## config.mk

```make
export PLATFORM = sky130hd
export DESIGN_NAME = rle_voxel_column_decoder
export DESIGN_NICKNAME = d
export VERILOG_FILES = /design/src/hdl/rvcd_pkg.sv /design/src/hdl/rle_voxel_column_decoder.sv /design/src/hdl/rvcd_queue.sv /design/src/hdl/rvcd_front.sv /design/src/hdl/rvcd_back.sv
export SDC_FILE = /design/constraint.sdc
export NUM_CORES = 2
export LEC_CHECK = 0
export BUFFER_PORTS_ARGS = -buffer_cell sky130_fd_sc_hd__buf_2
export CAP_MARGIN = 20
export CORE_MARGIN = 5
export CORE_UTILIZATION = 55
export CTS_CLUSTER_SIZE = 20
export DETAILED_ROUTE_END_ITERATION = 6
export PLACE_DENSITY = 0.71
export SLEW_MARGIN = 30
export SYNTH_ARGS = -nofsm -noshare
export SYNTH_HDL_FRONTEND = slang
export SYNTH_SLANG_ARGS = --single-unit
```

## constraint.sdc

```tcl
create_clock -name clk_i -period 16.8 [get_ports clk_i]
set_input_delay 0 -clock clk_i [delete_from_list [all_inputs] [get_ports clk_i]]
set_output_delay 0 -clock clk_i [all_outputs]
set_load 0.01 [all_outputs]
```

## src/hdl/rvcd_pkg.sv

```systemverilog
// Shared types and constants for the run-length voxel column decoder.
`timescale 1ns / 1ps

package rvcd_pkg;

  localparam int unsigned WordW    = 16;
  localparam int unsigned SizeW    = 13;
  localparam int unsigned OffW     = 16;
  localparam int unsigned CoordW   = 12;
  localparam int unsigned HeightW  = 16;
  localparam int unsigned YW       = 17;
  localparam int unsigned RunW     = 6;
  localparam int unsigned SkipW    = 10;
  localparam int unsigned VoxW     = 17;
  localparam int unsigned ByteW    = 8;
  localparam int unsigned OutDataW = 80;
  localparam int unsigned CfgIdxW  = 3;

  // Configuration register indexes
  localparam logic [CfgIdxW-1:0] CFG_PALETTE_MODE = 3'd0;
  localparam logic [CfgIdxW-1:0] CFG_SIZE_X       = 3'd1;
  localparam logic [CfgIdxW-1:0] CFG_SIZE_Y       = 3'd2;
  localparam logic [CfgIdxW-1:0] CFG_SIZE_Z       = 3'd3;
  localparam logic [CfgIdxW-1:0] CFG_OFFSET_X     = 3'd4;
  localparam logic [CfgIdxW-1:0] CFG_OFFSET_Y     = 3'd5;
  localparam logic [CfgIdxW-1:0] CFG_OFFSET_Z     = 3'd6;

  typedef struct packed {
    logic              palette_mode;
    logic [SizeW-1:0]  size_x;
    logic [SizeW-1:0]  size_y;
    logic [SizeW-1:0]  size_z;
    logic [OffW-1:0]   offset_x;
    logic [OffW-1:0]   offset_y;
    logic [OffW-1:0]   offset_z;
  } cfg_t;

  // One colour word that lands inside the volume, ready for the back end
  typedef struct packed {
    logic [YW-1:0]     height;
    logic [CoordW-1:0] column_x;
    logic [CoordW-1:0] slice_z;
    logic [WordW-1:0]  word;
    logic              overflow;
  } voxel_job_t;

endpackage

```

## src/hdl/rle_voxel_column_decoder.sv

```systemverilog
// Top level of the run-length voxel column decoder: config registers and wiring.
`timescale 1ns / 1ps
// A colour word's voxel passes a queue entry, then the output register, to m_axis.
// Throughput: one stream word per cycle, set by the slab store's single prefetched
// read port and the queue that lets the parser run while the builder waits, until full.
// Counts, slab words and colour words with no voxel give no output beat.
// Reset (rst_ni, async, active low) clears parser state and queue and loads the
// register defaults; the slab store is not cleared, as it is written before read.

module rle_voxel_column_decoder import rvcd_pkg::*; #(
  parameter int unsigned MAX_RUNS = 64
) (
  input  logic                clk_i,
  input  logic                rst_ni,
  // input stream
  input  logic                s_axis_tvalid,
  output logic                s_axis_tready,
  input  logic [WordW-1:0]    s_axis_tdata,  // [15:0] word
  // voxel stream
  output logic                m_axis_tvalid,
  input  logic                m_axis_tready,
  // [16:0] voxel_x, [33:17] voxel_y, [50:34] voxel_z, [58:51] index_byte,
  // [66:59] green_byte, [74:67] blue_byte, [75] slab_overflow, [79:76] zero
  output logic [OutDataW-1:0] m_axis_tdata,
  // register writes
  input  logic                cfg_valid_i,
  output logic                cfg_ready_o,
  input  logic [CfgIdxW-1:0]  cfg_index_i,
  input  logic [WordW-1:0]    cfg_data_i
);

  cfg_t       cfg_q, cfg_d;
  logic       cfg_we;

  logic       job_valid, job_ready;
  voxel_job_t job;
  logic       qjob_valid, qjob_ready;
  voxel_job_t qjob;

  // registers are always writable; the user must change them only when idle, unenforced
  assign cfg_ready_o = 1'b1;
  assign cfg_we      = cfg_valid_i && cfg_ready_o;

  always_comb begin
    cfg_d = cfg_q;
    if (cfg_we) begin
      case (cfg_index_i)
        CFG_PALETTE_MODE: cfg_d.palette_mode = cfg_data_i[0];
        CFG_SIZE_X:       cfg_d.size_x       = cfg_data_i[SizeW-1:0];
        CFG_SIZE_Y:       cfg_d.size_y       = cfg_data_i[SizeW-1:0];
        CFG_SIZE_Z:       cfg_d.size_z       = cfg_data_i[SizeW-1:0];
        CFG_OFFSET_X:     cfg_d.offset_x     = cfg_data_i;
        CFG_OFFSET_Y:     cfg_d.offset_y     = cfg_data_i;
        CFG_OFFSET_Z:     cfg_d.offset_z     = cfg_data_i;
        default:          cfg_d              = cfg_q;
      endcase
    end
  end

  always_ff @(posedge clk_i or negedge rst_ni) begin
    if (!rst_ni) begin
      cfg_q.palette_mode <= 1'b1;
      cfg_q.size_x       <= SizeW'(256);
      cfg_q.size_y       <= SizeW'(256);
      cfg_q.size_z       <= SizeW'(256);
      cfg_q.offset_x     <= '0;
      cfg_q.offset_y     <= '0;
      cfg_q.offset_z     <= '0;
    end else begin
      cfg_q <= cfg_d;
    end
  end

  // front: walks the column layout, fills the slab store, matches colours to heights
  rvcd_front #(
    .MAX_RUNS (MAX_RUNS)
  ) u_front (
    .clk_i        (clk_i),
    .rst_ni       (rst_ni),
    .cfg_i        (cfg_q),
    .word_valid_i (s_axis_tvalid),
    .word_ready_o (s_axis_tready),
    .word_i       (s_axis_tdata),
    .job_valid_o  (job_valid),
    .job_ready_i  (job_ready),
    .job_o        (job)
  );

  // short queue so the parser and the builder stall independently
  rvcd_queue u_queue (
    .clk_i        (clk_i),
    .rst_ni       (rst_ni),
    .push_valid_i (job_valid),
    .push_ready_o (job_ready),
    .push_data_i  (job),
    .pop_valid_o  (qjob_valid),
    .pop_ready_i  (qjob_ready),
    .pop_data_o   (qjob)
  );

  // back: coordinate offsets, colour index and bytes, output register
  rvcd_back u_back (
    .clk_i         (clk_i),
    .rst_ni        (rst_ni),
    .cfg_i         (cfg_q),
    .job_valid_i   (qjob_valid),
    .job_ready_o   (qjob_ready),
    .job_i         (qjob),
    .m_axis_tvalid (m_axis_tvalid),
    .m_axis_tready (m_axis_tready),
    .m_axis_tdata  (m_axis_tdata)
  );

endmodule

```

## src/hdl/rvcd_queue.sv

```systemverilog
// Two-entry queue carrying voxel jobs from the parser to the voxel builder.
`timescale 1ns / 1ps

module rvcd_queue import rvcd_pkg::*; (
  input  logic       clk_i,
  input  logic       rst_ni,
  input  logic       push_valid_i,
  output logic       push_ready_o,
  input  voxel_job_t push_data_i,
  output logic       pop_valid_o,
  input  logic       pop_ready_i,
  output voxel_job_t pop_data_o
);

  voxel_job_t entry_q [2];
  logic       wr_ptr_q, wr_ptr_d;
  logic       rd_ptr_q, rd_ptr_d;
  logic [1:0] count_q, count_d;
  logic       push, pop;

  assign push_ready_o = (count_q != 2'd2);
  assign pop_valid_o  = (count_q != 2'd0);
  assign pop_data_o   = entry_q[rd_ptr_q];
  assign push         = push_valid_i && push_ready_o;
  assign pop          = pop_valid_o && pop_ready_i;

  always_comb begin
    wr_ptr_d = push ? ~wr_ptr_q : wr_ptr_q;
    rd_ptr_d = pop ? ~rd_ptr_q : rd_ptr_q;
    count_d  = count_q;
    if (push && !pop) begin
      count_d = count_q + 2'd1;
    end else if (pop && !push) begin
      count_d = count_q - 2'd1;
    end
  end

  always_ff @(posedge clk_i or negedge rst_ni) begin
    if (!rst_ni) begin
      wr_ptr_q <= 1'b0;
      rd_ptr_q <= 1'b0;
      count_q  <= 2'd0;
    end else begin
      wr_ptr_q <= wr_ptr_d;
      rd_ptr_q <= rd_ptr_d;
      count_q  <= count_d;
    end
  end

  always_ff @(posedge clk_i) begin
    if (push) begin
      entry_q[wr_ptr_q] <= push_data_i;
    end
  end

endmodule

```

## src/hdl/rvcd_front.sv

```systemverilog
// Stream parser: column phases, slab store, colour-to-height matching.
`timescale 1ns / 1ps

module rvcd_front import rvcd_pkg::*; #(
  parameter int unsigned MAX_RUNS = 64
) (
  input  logic             clk_i,
  input  logic             rst_ni,
  input  cfg_t             cfg_i,
  input  logic             word_valid_i,
  output logic             word_ready_o,
  input  logic [WordW-1:0] word_i,
  output logic             job_valid_o,
  input  logic             job_ready_i,
  output voxel_job_t       job_o
);

  localparam int unsigned CW = $clog2(MAX_RUNS + 1);
  localparam int unsigned AW = (MAX_RUNS > 1) ? $clog2(MAX_RUNS) : 1;
  localparam logic [CW-1:0] MaxRunsC = CW'(MAX_RUNS);
  localparam int unsigned EW = HeightW + RunW;

  localparam logic [1:0] PH_SLAB_COUNT  = 2'd0;
  localparam logic [1:0] PH_COLOR_COUNT = 2'd1;
  localparam logic [1:0] PH_SLABS       = 2'd2;
  localparam logic [1:0] PH_COLORS      = 2'd3;

  function automatic logic [SizeW-1:0] clamp_size(input logic [SizeW-1:0] s);
    logic [SizeW-1:0] r;
    r = s;
    if (s == '0) begin
      r = SizeW'(1);
    end else if (s > SizeW'(4096)) begin
      r = SizeW'(4096);
    end
    return r;
  endfunction

  logic [1:0]         phase_q, phase_d;
  logic [WordW-1:0]   slabs_left_q, slabs_left_d;
  logic [WordW-1:0]   colors_left_q, colors_left_d;
  logic [CW-1:0]      runs_stored_q, runs_stored_d;
  logic [CW-1:0]      rd_idx_q, rd_idx_d;
  logic [RunW-1:0]    pos_q, pos_d;
  logic [HeightW-1:0] height_q, height_d;
  logic [CoordW-1:0]  col_x_q, col_x_d;
  logic [CoordW-1:0]  slice_z_q, slice_z_d;
  logic               ovf_q, ovf_d;

  logic [EW-1:0]      store_mem [MAX_RUNS];
  logic [EW-1:0]      rd_entry_q;
  logic [EW-1:0]      wr_entry;
  logic               store_we;

  logic               accept;
  logic [SkipW-1:0]   skip;
  logic [RunW-1:0]    run;
  logic [HeightW:0]   h_skip_sum, h_run_sum;
  logic [HeightW-1:0] h_skip, h_run;
  logic               has_room;
  logic [HeightW-1:0] rd_start;
  logic [RunW-1:0]    rd_len;
  logic               hit;
  logic [YW-1:0]      y;
  logic               emit;
  logic [RunW:0]      pos_inc;
  logic [WordW-1:0]   slabs_dec, colors_dec;
  logic [CoordW:0]    col_inc, slice_inc;
  logic               end_col;

  assign word_ready_o = job_ready_i;
  assign accept       = word_valid_i && job_ready_i;

  assign skip       = word_i[SkipW-1:0];
  assign run        = word_i[WordW-1:SkipW];
  assign h_skip_sum = {1'b0, height_q} + (HeightW+1)'(skip);
  assign h_skip     = h_skip_sum[HeightW] ? '1 : h_skip_sum[HeightW-1:0];
  assign h_run_sum  = {1'b0, h_skip} + (HeightW+1)'(run);
  assign h_run      = h_run_sum[HeightW] ? '1 : h_run_sum[HeightW-1:0];
  assign has_room   = runs_stored_q < MaxRunsC;
  assign store_we   = accept && (phase_q == PH_SLABS) && (run != '0) && has_room;
  assign wr_entry   = {h_skip, run};

  assign rd_start = rd_entry_q[EW-1:RunW];
  assign rd_len   = rd_entry_q[RunW-1:0];
  assign hit      = (rd_idx_q < runs_stored_q) && (rd_idx_q < MaxRunsC);
  assign y        = {1'b0, rd_start} + YW'(pos_q);
  assign emit     = hit && (y < YW'(cfg_i.size_y));
  assign pos_inc  = {1'b0, pos_q} + (RunW+1)'(1);

  assign slabs_dec  = slabs_left_q - WordW'(1);
  assign colors_dec = colors_left_q - WordW'(1);
  assign col_inc    = {1'b0, col_x_q} + (CoordW+1)'(1);
  assign slice_inc  = {1'b0, slice_z_q} + (CoordW+1)'(1);

  assign job_valid_o    = accept && (phase_q == PH_COLORS) && emit;
  assign job_o.height   = y;
  assign job_o.column_x = col_x_q;
  assign job_o.slice_z  = slice_z_q;
  assign job_o.word     = word_i;
  assign job_o.overflow = ovf_q;

  always_comb begin
    phase_d       = phase_q;
    slabs_left_d  = slabs_left_q;
    colors_left_d = colors_left_q;
    runs_stored_d = runs_stored_q;
    rd_idx_d      = rd_idx_q;
    pos_d         = pos_q;
    height_d      = height_q;
    ovf_d         = ovf_q;
    end_col       = 1'b0;
    if (accept) begin
      case (phase_q)
        PH_SLAB_COUNT: begin
          slabs_left_d  = word_i;
          runs_stored_d = '0;
          height_d      = '0;
          phase_d       = PH_COLOR_COUNT;
        end
        PH_COLOR_COUNT: begin
          colors_left_d = word_i;
          rd_idx_d      = '0;
          pos_d         = '0;
          if (slabs_left_q != '0) begin
            phase_d = PH_SLABS;
          end else if (word_i != '0) begin
            phase_d = PH_COLORS;
          end else begin
            end_col = 1'b1;
          end
        end
        PH_SLABS: begin
          height_d     = h_run;
          slabs_left_d = slabs_dec;
          if (run != '0) begin
            if (has_room) begin
              runs_stored_d = runs_stored_q + CW'(1);
            end else begin
              ovf_d = 1'b1;
            end
          end
          if (slabs_dec == '0) begin
            if (colors_left_q != '0) begin
              phase_d = PH_COLORS;
            end else begin
              end_col = 1'b1;
            end
          end
        end
        default: begin
          if (hit) begin
            if (pos_inc >= {1'b0, rd_len}) begin
              rd_idx_d = rd_idx_q + CW'(1);
              pos_d    = '0;
            end else begin
              pos_d = pos_inc[RunW-1:0];
            end
          end
          colors_left_d = colors_dec;
          if (colors_dec == '0) begin
            end_col = 1'b1;
          end
        end
      endcase
    end

    col_x_d   = col_x_q;
    slice_z_d = slice_z_q;
    if (end_col) begin
      phase_d = PH_SLAB_COUNT;
      if (col_inc >= clamp_size(cfg_i.size_x)) begin
        col_x_d = '0;
        if (slice_inc >= clamp_size(cfg_i.size_z)) begin
          slice_z_d = '0;
        end else begin
          slice_z_d = slice_inc[CoordW-1:0];
        end
      end else begin
        col_x_d = col_inc[CoordW-1:0];
      end
    end
  end

  always_ff @(posedge clk_i or negedge rst_ni) begin
    if (!rst_ni) begin
      phase_q       <= PH_SLAB_COUNT;
      slabs_left_q  <= '0;
      colors_left_q <= '0;
      runs_stored_q <= '0;
      rd_idx_q      <= '0;
      pos_q         <= '0;
      height_q      <= '0;
      col_x_q       <= '0;
      slice_z_q     <= '0;
      ovf_q         <= 1'b0;
    end else begin
      phase_q       <= phase_d;
      slabs_left_q  <= slabs_left_d;
      colors_left_q <= colors_left_d;
      runs_stored_q <= runs_stored_d;
      rd_idx_q      <= rd_idx_d;
      pos_q         <= pos_d;
      height_q      <= height_d;
      col_x_q       <= col_x_d;
      slice_z_q     <= slice_z_d;
      ovf_q         <= ovf_d;
    end
  end

  // Read port prefetches the entry at the next read index; a write to the
  // same entry in this cycle is forwarded.
  always_ff @(posedge clk_i) begin
    if (store_we) begin
      store_mem[runs_stored_q[AW-1:0]] <= wr_entry;
    end
    if (store_we && (runs_stored_q[AW-1:0] == rd_idx_d[AW-1:0])) begin
      rd_entry_q <= wr_entry;
    end else begin
      rd_entry_q <= store_mem[rd_idx_d[AW-1:0]];
    end
  end

endmodule

```

## src/hdl/rvcd_back.sv

```systemverilog
// Voxel builder: coordinates and colour bytes, held in the output register.
`timescale 1ns / 1ps

module rvcd_back import rvcd_pkg::*; (
  input  logic                clk_i,
  input  logic                rst_ni,
  input  cfg_t                cfg_i,
  input  logic                job_valid_i,
  output logic                job_ready_o,
  input  voxel_job_t          job_i,
  output logic                m_axis_tvalid,
  input  logic                m_axis_tready,
  output logic [OutDataW-1:0] m_axis_tdata
);

  logic                out_valid_q, out_valid_d;
  logic [OutDataW-1:0] out_data_q;
  logic                load;

  logic [ByteW-1:0]    t;
  logic [2*ByteW-1:0]  prod;
  logic [2*ByteW:0]    q_sum;
  logic [ByteW:0]      q_est;
  logic [2*ByteW:0]    q_x255;
  logic [2*ByteW+1:0]  q_x255_top;
  logic [ByteW:0]      inten;
  logic [ByteW-1:0]    idx_pal, idx_grey, idx;
  logic [ByteW-1:0]    green, blue;
  logic [VoxW-1:0]     vx, vy, vz;

  assign load        = job_valid_i && (!out_valid_q || m_axis_tready);
  assign job_ready_o = !out_valid_q || m_axis_tready;
  assign out_valid_d = load ? 1'b1 : (m_axis_tready ? 1'b0 : out_valid_q);

  // floor(t*t/255): reciprocal estimate, then one step of correction
  assign t          = job_i.word[ByteW-1:0];
  assign prod       = t * t;
  assign q_sum      = {1'b0, prod} + (2*ByteW+1)'(prod[2*ByteW-1:ByteW]) + (2*ByteW+1)'(1);
  assign q_est      = q_sum[2*ByteW:ByteW];
  assign q_x255     = {q_est, {ByteW{1'b0}}} - (2*ByteW+1)'(q_est);
  assign q_x255_top = {1'b0, q_x255} + (2*ByteW+2)'(255);

  always_comb begin
    inten = q_est;
    if (q_x255 > {1'b0, prod}) begin
      inten = q_est - (ByteW+1)'(1);
    end else if ((2*ByteW+2)'(prod) >= q_x255_top) begin
      inten = q_est + (ByteW+1)'(1);
    end
  end

  // the floor of 2 on the intensity vanishes once the low three bits drop
  assign idx_pal  = {inten[ByteW-1:3], 3'b000} + {6'b0, job_i.word[9:8]};
  assign idx_grey = ByteW'(1) + ((~t) & 8'hfc);
  assign idx      = cfg_i.palette_mode ? idx_pal : idx_grey;
  assign green    = {job_i.word[9:5], 3'b000};
  assign blue     = {job_i.word[14:10], 3'b000};

  assign vx = VoxW'(job_i.column_x) + {cfg_i.offset_x[OffW-1], cfg_i.offset_x};
  assign vz = VoxW'(job_i.slice_z) + {cfg_i.offset_z[OffW-1], cfg_i.offset_z};
  assign vy = VoxW'(cfg_i.size_y) - VoxW'(1) - job_i.height
            + {cfg_i.offset_y[OffW-1], cfg_i.offset_y};

  always_ff @(posedge clk_i or negedge rst_ni) begin
    if (!rst_ni) begin
      out_valid_q <= 1'b0;
    end else begin
      out_valid_q <= out_valid_d;
    end
  end

  always_ff @(posedge clk_i) begin
    if (load) begin
      out_data_q <= {4'b0000, job_i.overflow, blue, green, idx, vz, vy, vx};
    end
  end

  assign m_axis_tvalid = out_valid_q;
  assign m_axis_tdata  = out_data_q;

endmodule

```

Word-level counts from Yosys, hierarchy flattened
Memory sizes are Yosys's and may differ from the RTL's. A register that Yosys moved wholly into a read port is not among the register bits.
Index checks and enable logic that the tools add are counted.
{ "word_totals": {"register_bits": 258, "memories": 2, "ram_bits": 1524, "output_inout_bits": 83, "word_cells": 181, "in_bits": 40} }
{ "mem_list": {"columns": ["memory", "depth", "width", "read_ports", "rd_clocked_by_memory_dff", "write_ports", "line", "text"], "rows": [
  ["u_front.store_mem", 64, 22, 1, 1, 1, "rvcd_front.sv:50", "logic [EW-1:0] store_mem [MAX_RUNS];"],
  ["u_queue.entry_q", 2, 58, 1, 0, 1, "rvcd_queue.sv:15", "voxel_job_t entry_q [2];"]
]} }
{ "op_classes": {"mul": 1, "n_lt_le_gt_ge": 11, "bitwise_logic": 5, "reduce_logical": 50, "eq_ne": 15, "add_sub_neg": 25, "mux": 49} }
{ "ops": {"columns": ["operator", "count"], "rows": [
  ["$pmux 16 s2", 3],
  ["$mux 13", 7],
  ["$reduce_bool 16->1", 3],
  ["$add 13x16->17", 2],
  ["$add 16x6->17", 2],
  ["$logic_not 16->1", 2],
  ["$mux 16", 2],
  ["$sub 16x1->16 const B", 2],
  ["$mux 7", 4],
  ["$pmux 7 s2", 2],
  ["$add 12x1->13 const B", 2],
  ["$ge 13x13->1", 2],
  ["$gt 13x13->1 const B", 2],
  ["$logic_not 13->1", 2],
  ["$mux 12", 2],
  ["$mux 8", 3],
  ["$reduce_and 2->1", 10],
  ["$add 17x8->18 const B", 1],
  ["$ge 16x18->1", 1],
  ["$mux 6", 3],
  ["$add 16x10->17", 1],
  ["$add 16x8->17", 1],
  ["$add 17x1->17 const B", 1],
  ["$add 17x17->17", 1],
  ["45 further kinds", 95]
]} }

Longest topological paths before layout
{ "depth": {"depth_word": 11, "ltp_mapped": 52, "depth_no_buf": 48} }

Cells and area by module
From an unflattened synthesis, not the netlist that was laid out.
{ "hier_totals": {"cells_unflattened": 4606, "hier_area_um2": 79098.4} }
{ "by_module_without_submodules": {"columns": ["module", "seq_area_each_um2", "cells_each", "area_per_inst_um2", "n_inst"], "rows": [
  ["rvcd_front", 44777.9, 3286, 62680.1, 1],
  ["rvcd_back", 2127.0, 928, 8647.0, 1],
  ["rvcd_queue", 3583.4, 199, 4425.5, 1],
  ["rle_voxel_column_decoder", 2207.1, 193, 3345.7, 1]
]} }

Least setup slack after synthesis
No wires, ideal clock.
{ "synth_timing": {"path_type": "register -> register", "from": "register with a tool-made name", "to": "memory u_queue.entry_q[0][0] (netlist name), enable pin", "path_stages_with_launch": 30, "path_buffers": 7, "synth_period_minus_slack_ns": 11.051, "setup_ns": 0.472, "arrival_ns": 10.579, "t_required_ns": 16.328, "path_slack_ns": 5.749, "path_cell_list": "dfxtp_1 clkbuf_1 clkbuf_1 clkbuf_1 buf_2 buf_1 clkbuf_1 buf_1 mux4_2 mux4_2 mux4_2 ha_1 fa_1 a21oi_1 nor2_1 nor2_1 o21bai_1 a21oi_1 nor2_1 and3_1 and3_1 xor2_1 ha_1 and4_1 a2111oi_0 nand3_1 nor2_1 o21ai_0 or4_1 nor2_1"} }
{ "synth_lines": {"columns": ["item", "line"], "rows": [
  ["end, declared", "rvcd_queue.sv:15"]
]} }

==> summary.md <==
| Metric | Value |
|---|---|
| Status | finished, violations left |
| Violations in the final reports | DRC |
| Die extent in x | 386 um |
| Initial antenna violation count | 5 |
| Wire length the detailed router placed on met1 | 74900 um |
| Detailed route wirelength on metal2 | 91300 um |
| Most common library cell in the layout ignoring fill and taps | sky130_fd_sc_hd__edfxtp_1 |
| Row cnt | 137 |
| Slew margin rel. | 0.354 |
| Achievable frequency | 81.3 MHz |
| Yosys synthesis warning count | 0 |
| Critical path startpoint category | flop |
| Layout-stage area growth over the synthesis result | 12.4% |
| Top layer reached by signal wires | met5 |
| Master of the slowest instance on the critical path | sky130_fd_sc_hd__xor2_1 |
| Commonest register cell after synthesis | sky130_fd_sc_hd__edfxtp_1 |
| Vias/cell | 6.18 |
| Die height | 386 um |
| Final HPWL from detailed placement | 107000 um |
| Hold/Removal Path Class | input pin to flop |
| Number of distinct standard cells referenced by the synthesized netlist | 103 |
| Remaining global-route overflow | 0 |
| Final setup violation count | 0 |
| Crit Path Category | flop to flop |
| Non-filler cells, final | 6731 |
| Number of buffers created by CTS | 177 |
| Share of the clock period used by the worst path | 0.732 |
| Number of enable-type register cells in the synthesized netlist | 1592 |
| Async set or reset register ratio after synthesis | 0.105 |
| Global placer's final weighted congestion | 0.891 |
| Insertion delay of the later-clocked pin in the worst-skew pair | 0.79 ns |
| Met3 wirelength from detailed routing | 13200 um |
| Required time at the worst-slack endpoint | 17.33 ns |
| Clk_skew | 0.0518 ns |
| Quantity of I/O buffers inserted on ports | 111 |
| Violation count after the first detailed-routing iteration | 4155 |
| Largest fanout of any net on the critical path | 12 |
| Final Hold Vio Count | 0 |
| I/O pins | 123 |
| Number of global-route vias before repair | 41700 |
| Pin count of the biggest net entering global routing | 112 |
| Register area share after synthesis | 0.678 |
| Number of synthesized register bits | 1786 |
| Starting utilization of the core area | 0.555 |
| Wirelength, routed | 184000 um |
| Type of destination of the critical path | flop |
| Count of TritonRoute iterations in the first routing pass | 7 |
| Worst slack after detailed placement | 4.46 ns |
| Min cycle time layout | 12.30 ns |
| Floorplan die area | 149000 sq um |
| Post-DRT Antenna Nets | 0 |
| Net count of the finished layout | 4980 |
| Max-cap check violation count | 0 |
| Placed Cells | 6347 |
| Clock tree from TritonCTS | yes |
| Number of vias in the routed layout | 41600 |
| Worst Setup Slack, final | 4.50 ns |
| Measured slew at the worst slew-check pin | 0.964 ns |
| Core area | 140000 sq um |
| Final sum of negative setup slack | 0 ns |
| H-Tree Level Count | 4 |
| Highest-count cells in the layout ignoring fill and taps | 1592 x sky130_fd_sc_hd__edfxtp_1, 462 x sky130_fd_sc_hd__mux4_2, 217 x sky130_fd_sc_hd__nand2_1 |
| Final Slew Violations | 0 |
| Clock slew at the register clock pins of the worst setup and hold paths | 0.06 ns |
| Most common cell on crit path | sky130_fd_sc_hd__ha_1 |
| Global-route wire length before repair | 273000 um |
| Wirelength per Cell | 27.3 um |
| Mean Syn Cell Area | 17.6 sq um |
| Number of instances in the synthesized netlist | 4414 |
| Clock tree root buffer cell | sky130_fd_sc_hd__clkbuf_16 |
| Slowest stage delay, CP | 0.76 ns |
| Synth Cell Area | 77700 sq um |
| Clock Path Buffers | 3 |
| Data arrival time of the worst path | 12.82 ns |
| Number of filler instances in the final layout | 9770 |
| Clk sink count | 1786 |
| Number of DRC violations after detailed routing | 2 |
| Setup repair after global routing missed its margin | false |
| Total global routing track utilization | 0.251 |
| Fraction of final layout cells sized beyond drive strength 1 | 0.250 |
## cells in the mapped netlist (9+ instances only)
| cell type | instances | area share |
|---|---|---|
| sky130_fd_sc_hd__nor3_1 | 51 | 0.0033 |
| sky130_fd_sc_hd__a21oi_1 | 123 | 0.0079 |
| sky130_fd_sc_hd__nand2_1 | 222 | 0.011 |
| sky130_fd_sc_hd__xnor2_1 | 108 | 0.012 |
| sky130_fd_sc_hd__inv_1 | 181 | 0.0087 |
| sky130_fd_sc_hd__o22ai_1 | 11 | 0.00089 |
| sky130_fd_sc_hd__o21ai_0 | 174 | 0.011 |
| sky130_fd_sc_hd__and4_1 | 9 | 0.0010 |
| sky130_fd_sc_hd__or3_1 | 16 | 0.0013 |
| sky130_fd_sc_hd__mux2_2 | 110 | 0.016 |
| sky130_fd_sc_hd__a211oi_1 | 9 | 0.00087 |
| sky130_fd_sc_hd__buf_4 | 12 | 0.0012 |
| sky130_fd_sc_hd__o31ai_1 | 9 | 0.00087 |
| sky130_fd_sc_hd__nand2b_1 | 37 | 0.0030 |
| sky130_fd_sc_hd__or2_2 | 10 | 0.00081 |
| sky130_fd_sc_hd__nor2b_1 | 22 | 0.0018 |
| sky130_fd_sc_hd__and3_1 | 24 | 0.0019 |
| sky130_fd_sc_hd__buf_1 | 46 | 0.0022 |
| sky130_fd_sc_hd__clkbuf_1 | 116 | 0.0056 |
| sky130_fd_sc_hd__nor2_1 | 209 | 0.010 |
| sky130_fd_sc_hd__nand3_1 | 60 | 0.0039 |
| sky130_fd_sc_hd__o21ai_1 | 9 | 0.00058 |
| sky130_fd_sc_hd__xor2_1 | 57 | 0.0064 |
| sky130_fd_sc_hd__edfxtp_1 | 1592 | 0.62 |
| sky130_fd_sc_hd__a21o_1 | 34 | 0.0033 |
| sky130_fd_sc_hd__nor4_1 | 26 | 0.0021 |
| sky130_fd_sc_hd__o21bai_1 | 10 | 0.00097 |
| sky130_fd_sc_hd__fa_1 | 45 | 0.012 |
| sky130_fd_sc_hd__mux2i_1 | 24 | 0.0031 |
| sky130_fd_sc_hd__mux4_2 | 462 | 0.13 |
| sky130_fd_sc_hd__a31oi_1 | 18 | 0.0015 |
| sky130_fd_sc_hd__dfrtp_1 | 184 | 0.059 |
| sky130_fd_sc_hd__ha_1 | 190 | 0.031 |
| sky130_fd_sc_hd__nand4_1 | 29 | 0.0023 |
| sky130_fd_sc_hd__and2_1 | 17 | 0.0014 |
| sky130_fd_sc_hd__a22oi_1 | 9 | 0.00087 |
## sequential cells by signal, indices dropped and copies added, names as in the netlist, named ones only
register               count
u_front.store_mem       1408
u_queue.entry_q          114
cfg_q                     88
u_back.m_axis_tdata       70
u_front.colors_left_q     16
u_front.height_q          16
u_front.slabs_left_q      16
u_front.col_x_q           12
u_front.slice_z_q         12
u_front.rd_idx_q           7
u_front.runs_stored_q      7
u_front.pos_q              6
u_front.phase_q            2
u_queue.count_q            2
u_back.m_axis_tvalid       1
u_front.ovf_q              1
u_queue.rd_ptr_q           1
u_queue.wr_ptr_q           1
## timing repair
action / CTS / global route
endpoints found under the hold margin: 462 / 0
resized for setup: 0 / 0
hold buffers: 52 / 0
buffers inserted: 0 / 0
## layer usage
layer  track usage  vias to the layer above
li1              -                    18000
met1         0.351                    21600
met2         0.416                     1643
met3        0.0407                      265
met4        0.0672                        2
met5             0                        -
## cells by family (layout without fill, tap and decap cells)
| kind of cell | after synthesis | count (layout) | share of synthesized area |
|---|---|---|---|
| DFF | 1786 | 1786 | 0.678 |
| and+or+nand+nor | 767 | 767 | 0.0479 |
| muxes | 598 | 598 | 0.153 |
| AOI/OAI and AO/OA | 489 | 489 | 0.0399 |
| buffers and inverters | 365 | 792 | 0.0183 |
| adders and majority gates | 235 | 235 | 0.0422 |
| xor gates and xnor gates | 172 | 172 | 0.0204 |
| other | 2 | 16 | 0.0000967 |
## layout make-up
type                    count  area [sq um]  area share
inverters                 186           706     0.00808
multi-input cells        2272         23900       0.274
clock inverters           106           921      0.0105
repair buffers            282          2100      0.0241
clock buffers             218          4690      0.0537
diodes                      5          12.5    0.000143
flip-flops and latches   1786         52700       0.603
well taps                1876          2350      0.0269
## metrics by stage
stage | hold slack, ns | utilization | area (sq um)
after floorplan | -0.296 | - | 77700
after global placement | 0.0690 | 0.580 | 81100
after detailed placement | 0.0707 | 0.580 | 81100
after CTS | 0.00641 | 0.624 | 87200
after global routing | 0.0437 | 0.624 | 87300
final | 0.0781 | 0.624 | 87300
## critical path, delay by kind of cell, from the launching register on
family | cells | cell delay, ns
fa+ha+maj | 8 | 3.29
compound gates | 16 | 3.38
buf+inv | 4 | 0.31
flops | 1 | 0.54
simple gates | 14 | 2.59
mux | 2 | 0.93
xor+xnor | 3 | 1.03
## path summary, 6_finish.rpt
kind | endpoint | cells after the start | slack (ns) | startpoint
worst max-delay path | u_back.m_axis_tdata[54]$_DFFE_PP_ | 47 | 4.50 | u_queue.rd_ptr_q$_DFFE_PN0P_
worst min-delay path | cfg_q[30]$_DFFE_PN0P_ | 3 | 0.08 | cfg_data_i[14]
worst max register to register | u_back.m_axis_tdata[54]$_DFFE_PP_ | 47 | 4.50 | u_queue.rd_ptr_q$_DFFE_PN0P_
worst min register to register | u_front.height_q[3]$_DFFE_PN0P_ | 2 | 0.47 | u_front.height_q[3]$_DFFE_PN0P_
max in group asynchronous | cfg_q[40]$_DFFE_PN0P_ | 4 | 15.63 | rst_ni
min in group asynchronous | cfg_q[87]$_DFFE_PN1P_ | 3 | 0.34 | rst_ni
Power is not shown: default switching activity piles up to over one toggle a cycle in this logic, so the estimate is an artifact.
